[config.mk]
export PLATFORM = sky130hd
export DESIGN_NAME = cpa_addr_calc
export DESIGN_NICKNAME = d
export VERILOG_FILES = /design/src/sv/contiguous_page_allocator_macros.svh /design/src/sv/cpa_pkg.sv /design/src/sv/cpa_addr_calc.sv
export SDC_FILE = /design/constraint.sdc
export NUM_CORES = 1
export LEC_CHECK = 0
export BUFFER_PORTS_ARGS = -buffer_cell sky130_fd_sc_hd__buf_4
export CAP_MARGIN = 40
export CORE_MARGIN = 3
export CORE_UTILIZATION = 25
export DETAILED_ROUTE_END_ITERATION = 8
export PLACE_DENSITY = 0.51
export SYNTH_ARGS = -nofsm -noshare
export SYNTH_HDL_FRONTEND = slang
export SYNTH_SLANG_ARGS = --single-unit
export TNS_END_PERCENT = 1
[constraint.sdc]
create_clock -name clk -period 6.8 [get_ports clk]
set_input_delay 1.7 -clock clk [delete_from_list [all_inputs] [get_ports clk]]
set_output_delay 1.7 -clock clk [all_outputs]
set_load 0.1 [all_outputs]
[src/sv/contiguous_page_allocator_macros.svh]
// Assertion macros shared by the page allocator RTL.
`ifndef CONTIGUOUS_PAGE_ALLOCATOR_MACROS_SVH
`define CONTIGUOUS_PAGE_ALLOCATOR_MACROS_SVH

// Same-cycle implication, sampled on clk and disabled while rst is high.
`define CPA_ASSERT_IMPL(label, ante, cons, msg) \
  label: assert property (@(posedge clk) disable iff (rst) (ante) |-> (cons)) \
    else $error(msg);

// Next-cycle implication, sampled on clk and disabled while rst is high.
`define CPA_ASSERT_NEXT(label, ante, cons, msg) \
  label: assert property (@(posedge clk) disable iff (rst) (ante) |=> (cons)) \
    else $error(msg);

`endif

[src/sv/cpa_pkg.sv]
// Shared types and constants of the contiguous page allocator.
`timescale 1ns / 1ps

package cpa_pkg;

  localparam int ADDR_W    = 64;
  localparam int LEN_W     = 11;
  localparam int CFG_IDX_W = 1;
  localparam int CFG_W     = 64;

  // Default page count after reset.
  localparam logic [LEN_W-1:0] PAGES_RESET = 11'd1024;

  // Request kinds.
  typedef enum logic {
    OP_ALLOC = 1'b0,
    OP_FREE  = 1'b1
  } op_t;

  // Result status codes.
  typedef enum logic [1:0] {
    ST_OK      = 2'd0,
    ST_NOFIT   = 2'd1,
    ST_BADFREE = 2'd2,
    ST_ZERO    = 2'd3
  } status_t;

  // Configuration register indexes.
  localparam logic [CFG_IDX_W-1:0] CFG_ALLOC_BASE   = 1'd0;
  localparam logic [CFG_IDX_W-1:0] CFG_PAGES_IN_USE = 1'd1;

endpackage

[src/sv/cpa_addr_calc.sv]
// Registered address arithmetic: free address to page index, page index to address.
`timescale 1ns / 1ps

module cpa_addr_calc import cpa_pkg::*;
#(
  parameter int IW         = 10,
  parameter int CW         = 11,
  parameter int PAGE_SHIFT = 12
) (
  input  logic              clk,
  input  logic [ADDR_W-1:0] base,
  input  logic [ADDR_W-1:0] free_address,
  input  logic [CW-1:0]     count,
  input  logic [IW-1:0]     start_idx,
  output logic              free_ok,
  output logic [IW-1:0]     free_idx,
  output logic [ADDR_W-1:0] alloc_address
);

  logic [ADDR_W:0]   diff_ext;
  logic [ADDR_W-1:0] page_off;

  // Offset from the base; the top bit is the borrow of an address below it.
  assign diff_ext = {1'b0, free_address} - {1'b0, base};
  assign page_off = diff_ext[ADDR_W-1:0] >> PAGE_SHIFT;

  // All three results are registered; the controller waits for them.
  always_ff @(posedge clk) begin
    free_ok       <= !diff_ext[ADDR_W] && (page_off < ADDR_W'(count));
    free_idx      <= page_off[IW-1:0];
    alloc_address <= base + (ADDR_W'(start_idx) << PAGE_SHIFT);
  end

endmodule

==> results of run 1 <==
-- routing by layer --
metal / up-vias / global-route usage / part of all wire
met1: 3720 / 0.217 / 0.44
met2: 245 / 0.285 / 0.47
met3: 33 / 0.0387 / 0.068
li1: 4009 / - / -
met4: 0 / 0.0481 / 0.022
met5: - / 0 / 0
-- cell type report --
cell class                      instances  area, µm²  share of cell area
Tap cell                              384        480              0.0494
Multi-Input combinational cell        787       5310               0.546
Clock inverter                          7       82.6             0.00849
Inverter                              104        390              0.0402
Timing Repair Buffer                  231       1730               0.178
Sequential cell                        75       1500               0.154
Clock buffer                            9        225              0.0232
-- cell families (layout without fill, tap and decap cells) --
kind of cell	count (synthesis)	after routing	synth area share
adders and majority gates	84	84	0.144
xor gates and xnor gates	73	73	0.0867
buffers and inverters	142	351	0.0767
DFF	75	75	0.204
and+or+nand+nor	340	340	0.228
AOI/OAI and AO/OA	282	282	0.250
muxes	8	8	0.0114
-- flip-flops by register name (all words and copies together) (netlist names) --
register / count
alloc_address: 64
free_idx: 10
free_ok: 1
-- worst max-delay path, cell delays in order --
cell	delay, ns
buf_4	0.08
inv_1	0.06
ha_1	0.40
and2_2	0.22
and3_1	0.20
nand3_1	0.08
o21ai_0	0.35
a21boi_0	0.20
nor2b_1	0.19
o21a_1	0.15
nor2_1	0.05
xnor2_1	0.19
ha_1	0.28
nor2b_1	0.13
o21ai_0	0.14
nand2b_1	0.09
nor4_1	0.20
a211oi_1	0.14
a311o_2	0.32
or4_1	0.40
or4_1	0.53
nor4_2	0.25
-- synth_stat cells, types with 4 or more instances --
| master | n |
|---|---|
| and3_1 | 8 |
| or3_1 | 8 |
| a311oi_1 | 4 |
| a21oi_1 | 99 |
| ha_1 | 83 |
| nand3_1 | 29 |
| a21boi_0 | 4 |
| o21bai_1 | 5 |
| o21a_1 | 22 |
| or4_1 | 5 |
| nor2b_1 | 7 |
| buf_4 | 4 |
| o31ai_1 | 6 |
| o21ai_1 | 6 |
| a31oi_1 | 10 |
| mux2i_1 | 5 |
| o21ai_0 | 51 |
| nor3_1 | 30 |
| nor2_1 | 70 |
| or2_2 | 4 |
| o22ai_1 | 4 |
| nand4_1 | 37 |
| and2_1 | 4 |
| xor2_1 | 10 |
| xnor2_1 | 63 |
| a211oi_1 | 5 |
| buf_2 | 13 |
| clkbuf_1 | 20 |
| o211ai_1 | 7 |
| nand2b_1 | 4 |
| nor4_1 | 12 |
| inv_1 | 104 |
| a21o_1 | 13 |
| nand2_1 | 106 |
| dfxtp_1 | 75 |
-- worst max path at each step --
stage	startpoint	end	slack (ns)	depth (start not counted)
2_1_floorplan	base[13]	free_ok$_DFF_P_	0.87	21
3_3_place_gp	base[13]	free_ok$_DFF_P_	0.49	22
3_5_place_dp	base[13]	free_ok$_DFF_P_	0.36	22
4_1_cts	base[13]	free_ok$_DFF_P_	0.72	22
5_1_grt	base[13]	free_ok$_DFF_P_	0.29	22
6_report	base[13]	free_ok$_DFF_P_	0.69	22
-- where the power goes --
group	internal [µW]	switching (µW)	leakage [µW]
logic	316	707	0.00359
clock network	291	229	0.000145
registers	483	12.5	0.000633
-- placed cells by master (no fill, tap or decap), types with 5 or more instances in the layout --
master and instances:
or3_1 8, nor2_1 70, nor4_1 12, clkbuf_16 9, o21bai_1 5, o211ai_1 7, mux2i_1 5, a21o_1 13
a21oi_1 99, o21a_1 22, ha_1 83, o21ai_1 7, or4_1 5, o21ai_0 50, nand2_1 106, a211oi_1 5
xor2_1 10, nand4_1 37, dfxtp_1 75, nor3_1 30, xnor2_1 63, buf_4 231, nor2b_1 7, a31oi_1 10
nand3_1 29, o31ai_1 6, inv_1 104, and3_1 8
-- metrics by stage --
step	total power, µW	hold slack (ns)	utilization	worst slack (ns)
2_1_floorplan	1240	1.73	-	0.868
3_3_place_gp	1530	1.82	0.326	0.493
3_5_place_dp	1520	1.81	0.326	0.359
4_1_cts	2060	1.43	0.337	0.722
5_1_grt	2150	1.44	0.337	0.295
6_report	2040	1.45	0.337	0.689
==> qor.csv, run 1 <==
stage,metric,value,unit
timing,setup_viol,0,
route,drc_errors,0,
placed_design,place_hpwl,23000,µm
clock_network,clk_pin_slew,0.08,ns
finish,fin_area,9720,µm²
timing,slew_headroom,0.444,
hold_path,hold_end,alloc_address[11]$_DFF_P_,
hold_path,worstHoldPathCells,1,
grt,grt_pass1_wl,42100,µm
grt,grt_max_degree,16,
synth,ys_warn_count,0,
clock_network,post_cts_buffers,0,
floorplanning,core,28900,µm²
floorplanning,chipHeight,178,µm
synth,ys_seq_area_frac,0.204,
job,maxCapViolCount,0,
power_and_ir_drop,power_leakage,0.00437,µW
synth,yosysTopAreaCellShare,0.204,
placed_design,place_area,9410,µm²
placed_design,port_buffers,224,
synth,syn-num-nets,1238,
clock_network,cts.sinks,75,
synth,ys_seq_elements,75,
synth,ys.flop_type,dfxtp_1,
finish,fin_nets,1442,
timing,period_share,0.899,
worst_setup_path,cp.arrival,6.39,ns
timing,finalCriticalPeriod,6.11,ns
clock_network,ctsResizeCount,0,
clock_network,holdBufCountCts,0,
route,routed_via_density,5.01,
finish,layout-drive-gt1-share,0.227,
synth,synth_edf_count,0,
grt,antenna_found_initial,0,
run_status,status,"finished, final reports clean",
route,ant_nets,0,
clock_network,clk_path_buf_depth,2,
floorplanning,initial_utilization,0.256,
synth,async_flop_share,0,
worst_setup_path,critPathMaxFanout,6,
clock_network,htreeDepth,3,
placed_design,routabilityCongestion,0.908,
worst_setup_path,worst-setup-path-type,in -> reg,
hold_path,hp-class,in -> reg,
power_and_ir_drop,power_density,210,nW/µm²
floorplanning,die-area,31600,µm²
finish,fill_cells,3194,
floorplanning,die_w,178,µm
synth,ys_top_cells_by_area,"dfxtp_1, ha_1, xnor2_1, a21oi_1, nand2_1",
clock_network,cts_tree,built,
worst_setup_path,critPathLaunchType,input pin,
route,num_vias,8007,
route,dr.pass1.iters,5,
floorplanning,num_rows,62,
floorplanning,io_pins,225,
clock_network,cts_buffers,9,
timing,drv_slew,0,
worst_setup_path,cp.required,7.08,ns
route,post_drt_wl_per_cell,17.0,µm
timing,fmax,0.164,GHz
timing,rsz0062_at_grt,false,
placed_design,place_inst,1581,
hold_path,hold_start,base[11],
worst_setup_path,cp-end-kind,flip-flop,
synth,synth_area_per_cell,7.35,µm²
timing,hold_viol_final,0,
finish,final_cells,1597,
grt,grt-ovfl-total,0,
synth,yosys.area.top_type,dfxtp_1,
synth,synthCells,1004,
finish,syn_to_final_growth,31.8,%
grt,grt_pass1_vias,7827,
finish,antenna_cells,0,
clock_network,root_buffer,clkbuf_16,
timing,setup-tns-final,0,ns
synth,synth_cell_types,80,
timing,tightest_slew,0.813,ns
route,drt_wl_total,27100,µm
grt,grt_usage,0.170,
synth,synth.cell_area,7370,µm²
route,initialDrtViolationCount,455,
power_and_ir_drop,worst_ir_drop_vdd,0.000119,V
Power figures use the tool's default switching activity.
==> run 2: changes to the inputs <==
CORE_MARGIN = 10   (was 3)
==> qor.csv, run 2 (synthesis results as in run 1) <==
stage,metric,value,unit,change
placed_design,place_inst,1580,,-0.063%
clock_network,cts_tree,built,,
worst_setup_path,critPathMaxFanout,6,,unchanged
job,maxCapViolCount,0,,unchanged
floorplanning,die_w,192,µm,+7.9%
worst_setup_path,critPathLaunchType,input pin,,
finish,layout-drive-gt1-share,0.224,,-0.00229
finish,final_cells,1596,,-0.063%
finish,antenna_cells,0,,unchanged
power_and_ir_drop,power_leakage,0.00436,µW,about the same
timing,fmax,0.164,GHz,+0.23%
finish,top_register,alloc_address,,
floorplanning,die-area,36800,µm²,+16%
timing,drv_slew,0,,unchanged
route,routed_via_density,4.98,,-0.71%
clock_network,clk_path_buf_depth,2,,unchanged
power_and_ir_drop,seq_power_share,0.243,,about the same
finish,largest_register_ffs,64,,unchanged
grt,grt-ovfl-total,0,,unchanged
route,ant_nets,0,,unchanged
floorplanning,chipHeight,192,µm,+7.9%
floorplanning,io_pins,225,,unchanged
power_and_ir_drop,power,2040,µW,+0.26%
timing,fin_hold_ws,1.43,ns,-0.0162 ns
route,drc_errors,0,,unchanged
power_and_ir_drop,internal_power,1100,µW,+1.3%
timing,slew_headroom,0.327,,-0.117
floorplanning,core,28900,µm²,+0.27%
power_and_ir_drop,clockPowerShare,0.255,,about the same
floorplanning,initial_utilization,0.255,,-0.000685
worst_setup_path,cp.arrival,6.39,ns,about the same
timing,setup-tns-final,0,ns,unchanged
timing,rsz0062_at_grt,false,,
grt,grt_usage,0.156,,-0.0141
power_and_ir_drop,power.net_switching,940,µW,-0.93%
grt,antenna_found_initial,0,,unchanged
timing,setup_viol,0,,unchanged
route,num_vias,7945,,-0.77%
timing,period_share,0.897,,-0.00205
route,drt_wl_total,29400,µm,+8.2%
power_and_ir_drop,sw_frac_of_total,0.460,,-0.00554
route,post_drt_wl_per_cell,18.4,µm,+8.2%
finish,most-common-layout-cells,"buf_4, nand2_1, inv_1",,
grt,grt_pass1_vias,7973,,+1.9%
finish,final_common_cell,buf_4,,
clock_network,holdBufCountCts,0,,unchanged
worst_setup_path,cp.required,7.09,ns,about the same
clock_network,root_buffer,clkbuf_16,,
hold_path,hp-class,in -> reg,,
finish,syn_to_final_growth,31.7,%,about the same
timing,hold_viol_final,0,,unchanged
route,dr.pass1.iters,5,,unchanged
placed_design,place_hpwl,25100,µm,+9.2%
finish,top_regs,"alloc_address (64), free_idx (10), free_ok (1)",,
route,initialDrtViolationCount,467,,+2.6%
clock_network,ctsResizeCount,0,,unchanged
timing,finalCriticalPeriod,6.10,ns,-0.0139 ns
timing,tightest_slew,0.984,ns,+0.171 ns
clock_network,cts.sinks,75,,unchanged
power_and_ir_drop,power_density,210,nW/µm²,+0.35%
placed_design,port_buffers,224,,unchanged
power_and_ir_drop,worst_ir_drop_vdd,0.000109,V,-8.3%
floorplanning,num_rows,62,,unchanged
finish,fin_nets,1441,,-0.069%
worst_setup_path,cp-end-kind,flip-flop,,
grt,grt_max_degree,13,,-3
run_status,status,"finished, final reports clean",,
clock_network,cts_buffers,9,,unchanged
worst_setup_path,worst-setup-path-type,in -> reg,,
placed_design,routabilityCongestion,0.896,,-1.3%
clock_network,htreeDepth,3,,unchanged
clock_network,clk_pin_slew,0.07,ns,about the same
clock_network,post_cts_buffers,0,,unchanged
power_and_ir_drop,combPwrFrac,0.503,,about the same
grt,grt_pass1_wl,44700,µm,+6.1%
run 2: worst paths after layout:
check                     from                        end  slack, ns  depth (start not counted)
worst max-delay path  base[13]            free_ok$_DFF_P_       0.70                         22
worst min-delay path  base[10]  alloc_address[10]$_DFF_P_       1.43                          1
run 2: worst max-delay path, cell delays in order:
cell and delay (ns):
buf_4 0.08, inv_1 0.06, ha_1 0.39, and2_2 0.21, and3_1 0.20, nand3_1 0.08
o21ai_0 0.35, a21boi_0 0.21, nor2b_1 0.19, o21a_1 0.15, nor2_1 0.05, xnor2_1 0.20
ha_1 0.28, nor2b_1 0.13, o21ai_0 0.15, nand2b_1 0.10, nor4_1 0.22, a211oi_1 0.15
a311o_2 0.32, or4_1 0.41, or4_1 0.53, nor4_2 0.25
run 2: per-layer routing:
layer | GRT usage | vias up | part of all wire | routed length [µm]
li1 | - | 4018 | - | -
met1 | 0.193 | 3694 | 0.45 | 13200
met2 | 0.258 | 207 | 0.47 | 13800
met3 | 0.0421 | 26 | 0.065 | 1910
met4 | 0.0433 | 0 | 0.016 | 457
met5 | 0 | - | 0 | 0
run 2: layout make-up:
| type | count | area (µm²) |
|---|---|---|
| multi-input cells | 787 | 5310 |
| fillers | 3143 | 19200 |
| inverters | 104 | 390 |
| repair buffers | 230 | 1730 |
| flip-flops and latches | 75 | 1500 |
| clock buffers | 13 | 260 |
| well taps | 384 | 480 |
| clock inverters | 3 | 46.3 |
run 2: power groups by stage:
stage | registers (µW) | logic, µW | clock network, µW
finish | 496 | 1030 | 521
global route | 500 | 1100 | 561
CTS | 496 | 1030 | 545
detailed placement | 506 | 1020 | 0
global placement | 505 | 1030 | 0
floorplan | 826 | 412 | 0
run 2: stage by stage:
stage | setup slack (ns) | utilization | cell area, µm²
2_1_floorplan | 0.868 | - | 7370
3_3_place_gp | 0.483 | 0.325 | 9400
3_5_place_dp | 0.329 | 0.325 | 9410
4_1_cts | 0.696 | 0.336 | 9710
5_1_grt | 0.261 | 0.336 | 9710
6_report | 0.702 | 0.336 | 9710
